$ cat src/design/usm_pkg.sv
package usm_pkg;

    // Image geometry
    localparam int WIDTH  = 256;
    localparam int HEIGHT = 256;

    localparam int COL_W = $clog2(WIDTH);
    localparam int ROW_W = $clog2(HEIGHT + 2);
    localparam int CNT_W = $clog2(WIDTH * HEIGHT + 1);

    // Configuration register map
    localparam int CFG_IDX_W = 2;
    localparam int CFG_DAT_W = 11;
    localparam logic [CFG_IDX_W-1:0] CFG_BASE  = 2'd0;
    localparam logic [CFG_IDX_W-1:0] CFG_RATIO = 2'd1;

    localparam logic [7:0]  BASE_RST  = 8'd8;
    localparam logic [10:0] RATIO_RST = 11'd666;
    localparam logic [10:0] RATIO_MIN = 11'd513;

    // Shared divider: 8 quotient bits, dividend up to 25 bits
    localparam int DIV_W     = 25;
    localparam int DIV_STEPS = 8;
    localparam int STEP_W    = $clog2(DIV_STEPS);

    typedef struct packed {
        logic take;
        logic zero_pix;
        logic rd_en;
        logic shift;
        logic mul;
        logic div_load_low;
        logic div_load_out;
        logic div_step;
        logic num1;
        logic num2;
        logic load_out;
        logic top_ok;
        logic bot_ok;
        logic left_ok;
        logic right_ok;
        logic last;
    } usm_cmd_t;

endpackage

$ cat src/design/usm_ctrl.sv
module usm_ctrl (
    input  logic                        clk,
    input  logic                        rst_n,
    input  logic                        in_valid,
    input  logic                        mode,
    input  logic                        out_ready,
    output logic                        in_ready,
    output logic                        out_valid,
    output logic [usm_pkg::COL_W-1:0]   col,
    output usm_pkg::usm_cmd_t           cmd
);

    typedef enum logic [3:0] {
        S_IDLE, S_READ, S_SHIFT, S_MUL, S_LLOAD, S_LDIV,
        S_NUM1, S_NUM2, S_OLOAD, S_ODIV, S_DONE
    } state_t;

    state_t                      state_reg;
    logic [usm_pkg::COL_W-1:0]   x_reg;
    logic [usm_pkg::ROW_W-1:0]   r_reg;
    logic [usm_pkg::CNT_W-1:0]   cnt_reg;
    logic [usm_pkg::COL_W-1:0]   addr_reg;
    logic [usm_pkg::STEP_W-1:0]  step_reg;
    logic produced_reg, last_reg, out_valid_reg;
    logic top_reg, bot_reg, left_reg, right_reg;

    logic draining, work, case_a, case_b, produced, wrap, cnt_last, out_free;

    always_comb
    begin
        draining = r_reg >= usm_pkg::ROW_W'(usm_pkg::HEIGHT);
        work     = in_valid && state_reg == S_IDLE && (draining || !mode);
        case_a   = x_reg == '0 && r_reg >= usm_pkg::ROW_W'(2);
        case_b   = x_reg != '0 && r_reg >= usm_pkg::ROW_W'(1);
        produced = case_a || case_b;
        wrap     = x_reg == usm_pkg::COL_W'(usm_pkg::WIDTH - 1);
        cnt_last = cnt_reg == usm_pkg::CNT_W'(usm_pkg::WIDTH * usm_pkg::HEIGHT - 1);
        out_free = !out_valid_reg || out_ready;
    end

    always_ff @(posedge clk or negedge rst_n)
    begin
        if (!rst_n)
        begin
            state_reg     <= S_IDLE;
            x_reg         <= '0;
            r_reg         <= '0;
            cnt_reg       <= '0;
            addr_reg      <= '0;
            step_reg      <= '0;
            produced_reg  <= 1'b0;
            last_reg      <= 1'b0;
            out_valid_reg <= 1'b0;
            top_reg       <= 1'b0;
            bot_reg       <= 1'b0;
            left_reg      <= 1'b0;
            right_reg     <= 1'b0;
        end
        else
        begin
            // a word taken while the next one loads keeps valid high
            if (out_valid_reg && out_ready && !(state_reg == S_DONE && out_free))
                out_valid_reg <= 1'b0;
            unique case (state_reg)
                S_IDLE:
                begin
                    if (work)
                    begin
                        addr_reg     <= x_reg;
                        produced_reg <= produced;
                        last_reg     <= produced && cnt_last;
                        top_reg      <= case_a ? (r_reg >= usm_pkg::ROW_W'(3))
                                               : (r_reg >= usm_pkg::ROW_W'(2));
                        bot_reg      <= case_a ? (r_reg <= usm_pkg::ROW_W'(usm_pkg::HEIGHT))
                                               : (r_reg <  usm_pkg::ROW_W'(usm_pkg::HEIGHT));
                        left_reg     <= case_a || x_reg >= usm_pkg::COL_W'(2);
                        right_reg    <= case_b;
                        if (produced && cnt_last)
                        begin
                            x_reg   <= '0;
                            r_reg   <= '0;
                            cnt_reg <= '0;
                        end
                        else
                        begin
                            x_reg <= wrap ? '0 : x_reg + 1'b1;
                            if (wrap)
                                r_reg <= r_reg + 1'b1;
                            if (produced)
                                cnt_reg <= cnt_reg + 1'b1;
                        end
                        state_reg <= S_READ;
                    end
                end
                S_READ:  state_reg <= S_SHIFT;
                S_SHIFT: state_reg <= produced_reg ? S_MUL : S_IDLE;
                S_MUL:   state_reg <= S_LLOAD;
                S_LLOAD:
                begin
                    step_reg  <= '0;
                    state_reg <= S_LDIV;
                end
                S_LDIV:
                begin
                    step_reg <= step_reg + 1'b1;
                    if (step_reg == usm_pkg::STEP_W'(usm_pkg::DIV_STEPS - 1))
                        state_reg <= S_NUM1;
                end
                S_NUM1: state_reg <= S_NUM2;
                S_NUM2: state_reg <= S_OLOAD;
                S_OLOAD:
                begin
                    step_reg  <= '0;
                    state_reg <= S_ODIV;
                end
                S_ODIV:
                begin
                    step_reg <= step_reg + 1'b1;
                    if (step_reg == usm_pkg::STEP_W'(usm_pkg::DIV_STEPS - 1))
                        state_reg <= S_DONE;
                end
                S_DONE:
                begin
                    if (out_free)
                    begin
                        out_valid_reg <= 1'b1;
                        state_reg     <= S_IDLE;
                    end
                end
                default: state_reg <= S_IDLE;
            endcase
        end
    end

    always_comb
    begin
        cmd              = '0;
        cmd.take         = work;
        cmd.zero_pix     = draining;
        cmd.rd_en        = state_reg == S_READ;
        cmd.shift        = state_reg == S_SHIFT;
        cmd.mul          = state_reg == S_MUL;
        cmd.div_load_low = state_reg == S_LLOAD;
        cmd.div_load_out = state_reg == S_OLOAD;
        cmd.div_step     = state_reg == S_LDIV || state_reg == S_ODIV;
        cmd.num1         = state_reg == S_NUM1;
        cmd.num2         = state_reg == S_NUM2;
        cmd.load_out     = state_reg == S_DONE && out_free;
        cmd.top_ok       = top_reg;
        cmd.bot_ok       = bot_reg;
        cmd.left_ok      = left_reg;
        cmd.right_ok     = right_reg;
        cmd.last         = last_reg;
    end

    assign in_ready  = state_reg == S_IDLE;
    assign out_valid = out_valid_reg;
    assign col       = addr_reg;

endmodule

$ cat config.mk
export PLATFORM = sky130hd
export DESIGN_NAME = usm_ctrl
export DESIGN_NICKNAME = d
export VERILOG_FILES = /design/src/design/usm_pkg.sv /design/src/design/usm_ctrl.sv
export SDC_FILE = /design/constraint.sdc
export NUM_CORES = 1
export LEC_CHECK = 0
export BUFFER_PORTS_ARGS = -buffer_cell sky130_fd_sc_hd__buf_4
export CAP_MARGIN = 20
export CORE_ASPECT_RATIO = 1.2
export CORE_MARGIN = 4
export CORE_UTILIZATION = 50
export CTS_CLUSTER_SIZE = 40
export DETAILED_ROUTE_END_ITERATION = 8
export GPL_TIMING_DRIVEN = 0
export PLACE_DENSITY = 0.69
export SLEW_MARGIN = 20
export SYNTH_ARGS = -nofsm -noshare
export SYNTH_HDL_FRONTEND = slang
export SYNTH_SLANG_ARGS = --single-unit
$ cat constraint.sdc
create_clock -name clk -period 5.4 [get_ports clk]
set_clock_uncertainty 0.05 [all_clocks]
set_input_delay 0.54 -clock clk [delete_from_list [all_inputs] [get_ports clk]]
set_output_delay 0.54 -clock clk [all_outputs]
set_load 0.01 [all_outputs]
==> out/metrics.csv <==
metric,value,unit
status,"complete, no violations",
track_usage,19.1,%
max_freq,313,MHz
synth_area_leader_cell,dfrtp_1,
drtIter0Drc,156,
internal_power,809,uW
hold_ws,201,ps
relSlewSlack,49.3,%
post-cts-setup-buffer-count,0,
pwr-share-seq,44.1,%
synth_common_cells,"dfrtp_1, nand2_1, nor2_1",
multi_input_area,1520,um^2
gp_congestion,0.875,
antenna_cells,0,
yosys_most_used_dff,dfrtp_1,
fin_nets,387,
cts.sinks,56,
cts_made_buffers,5,
finalPower,1.29,mW
netlist_instances,336,
vias,2579,
worst_slew_pin_slew,754,ps
coreArea,6010,um^2
yosysMostFrequentCell,dfrtp_1,
post-route-util,58.4,%
swShare,37.2,%
hold_path_class,in -> async,
clk_latency,310,ps
cp_common_cell,buf_2,
fin_crit,3200,ps
maxCapViolCount,0,
grt_pass1_vias,2462,
ys_types,55,
clkTransAtPathRegs,100,ps
via_per_inst,5.66,
nFillCells,555,
rsz0062_at_grt,no,
post-route-drc-count,0,
path_cells,buf_2 > nor4_4 > nand3_2 > clkinv_1 > buf_2 > buf_2 > buf_4 > buf_4,
ctsHoldBuffers,0,
p_clk_share,18.8,%
cp_max_fo,10,
synth_area,3080,um^2
initial_utilization,51.2,%
hold_viol,0,
clock_path_buffers,2,
yosys_warnings,0,
antenna_found_initial,0,
p_leak,1.59,nW
largest_register_ffs,17,
grt_pass1_wl,11400,um
die-area,7480,um^2
avgSynthCellArea,9.16,um^2
die_y,94.0,um
maxSlewViolCount,0,
overflow,0,
syn2layout_area_growth,14.0,%
post_cts_resize_count,0,
hpwl,4810,um
cts_tree,built,
wire_per_inst,14.7,um
critPathCaptureType,output port,
io_buffers,30,
io_pins,31,
drive_gt1_share,17.1,%
power.switching,480,uW
cts_root_buffer,clkbuf_8,
start_kind,register,
rows,31,
finalCritPeriodShare,59.2,%
yosysSeqAreaShare,45.5,%
ys_ff_latch,56,
ir_drop,0.144,mV
crit_required,4810,ps
ys_top_cells_by_area,"dfrtp_1, nand2_1, nor2_1",
wl,6720,um
fin_tns_setup,0,ps
cp_slowest_cell,nor4_4,
critPathArrivalTime,2610,ps
detail-route-antenna-nets,0,
synthesis.nets,350,
first_pass_iters,4,
power.density,367,nW/um^2
die_w,79.6,um
slowest_delay,400,ps
async_flop_share,100,%
crit_type,reg -> out,
synth_top_area_share,45.5,%
cts_max_level,2,
grt_max_degree,57,
setup_violations,0,
final-seq-area,1400,um^2
path_buf_inv,6,
p_comb_share,37.0,%
synth_edf_count,0,
critPathTopFamily,buffers and inverters,
==> area by class of cell <==
type / count / area share, %
Timing Repair Buffer: 30 / 6.41
Tap cell: 82 / 2.92
Sequential cell: 56 / 39.9
Multi-Input combinational cell: 247 / 43.3
Clock inverter: 2 / 0.428
Inverter: 12 / 1.28
Clock buffer: 6 / 2.35
Buffer: 21 / 3.39
==> metrics by stage <==
stage          area (um^2)  setup slack (ps)  std cells
3_3_place_gp          3410              2530        448
5_1_grt               3510              2050        456
3_5_place_dp          3410              2530        448
6_report              3510              2200        456
4_1_cts               3510              2180        456
2_1_floorplan         3080              3010        336
==> power by group through the flow <==
stage | Clock (mW) | Combinational, mW | Sequential [mW]
2_1_floorplan | 0 | 0.312 | 0.566
3_3_place_gp | 0 | 0.464 | 0.572
3_5_place_dp | 0 | 0.478 | 0.575
4_1_cts | 0.253 | 0.481 | 0.568
5_1_grt | 0.269 | 0.529 | 0.579
6_report | 0.243 | 0.477 | 0.569
==> cells by family after synthesis <==
group           Yosys count  synth area share [%]
simple gates            157                  26.6
flops                    56                  45.5
compound gates           58                  12.4
xor+xnor                 23                  6.54
fa+ha+maj                 9                  3.66
buf+inv                  33                  5.32
==> cell usage in the layout (no fill, tap or decap), drive strengths merged, types with 4 or more instances in the layout <==
| master | instances |
|---|---|
| a21oi | 4 |
| and3 | 5 |
| buf | 43 |
| clkbuf | 14 |
| dfrtp | 56 |
| ha | 9 |
| inv | 11 |
| nand2 | 45 |
| nand2b | 5 |
| nand3 | 15 |
| nand4 | 16 |
| nor2 | 35 |
| nor3 | 10 |
| nor4 | 11 |
| o21ai | 24 |
| o31ai | 10 |
| xnor2 | 12 |
| xor2 | 11 |
==> final timing paths <==
kind,from,end,slack (ps),cells past startpoint
min in group clk,col[7]$_DFFE_PN0P_,col[7]$_DFFE_PN0P_,430,2
worst max-delay path,state_reg[0]$_DFFE_PN0P_,cmd[15],2200,8
max in group asynchronous,rst_n,cnt_reg[9]$_DFFE_PN0P_,4620,1
worst max register to register,x_reg[0]$_DFFE_PN0P_,cnt_reg[9]$_DFFE_PN0P_,2840,7
worst min-delay path,rst_n,step_reg[0]$_DFFE_PN0P_,200,1
worst min register to register,col[7]$_DFFE_PN0P_,col[7]$_DFFE_PN0P_,430,2
==> worst register-to-register path: stages (launching register included) <==
cell	delay (ps)
dfrtp_1	450
inv_1	160
ha_1	190
or3b_2	470
o21a_1	200
o21ai_2	300
nand3_1	330
o31ai_1	320
==> per-layer routing <==
layer	track usage (%)	wire length, um
met4	6.73	70
met3	3.74	316
met5	0	0
met1	24.8	3080
met2	31.4	3260
Note: power is estimated with default switching activity, not from simulation.
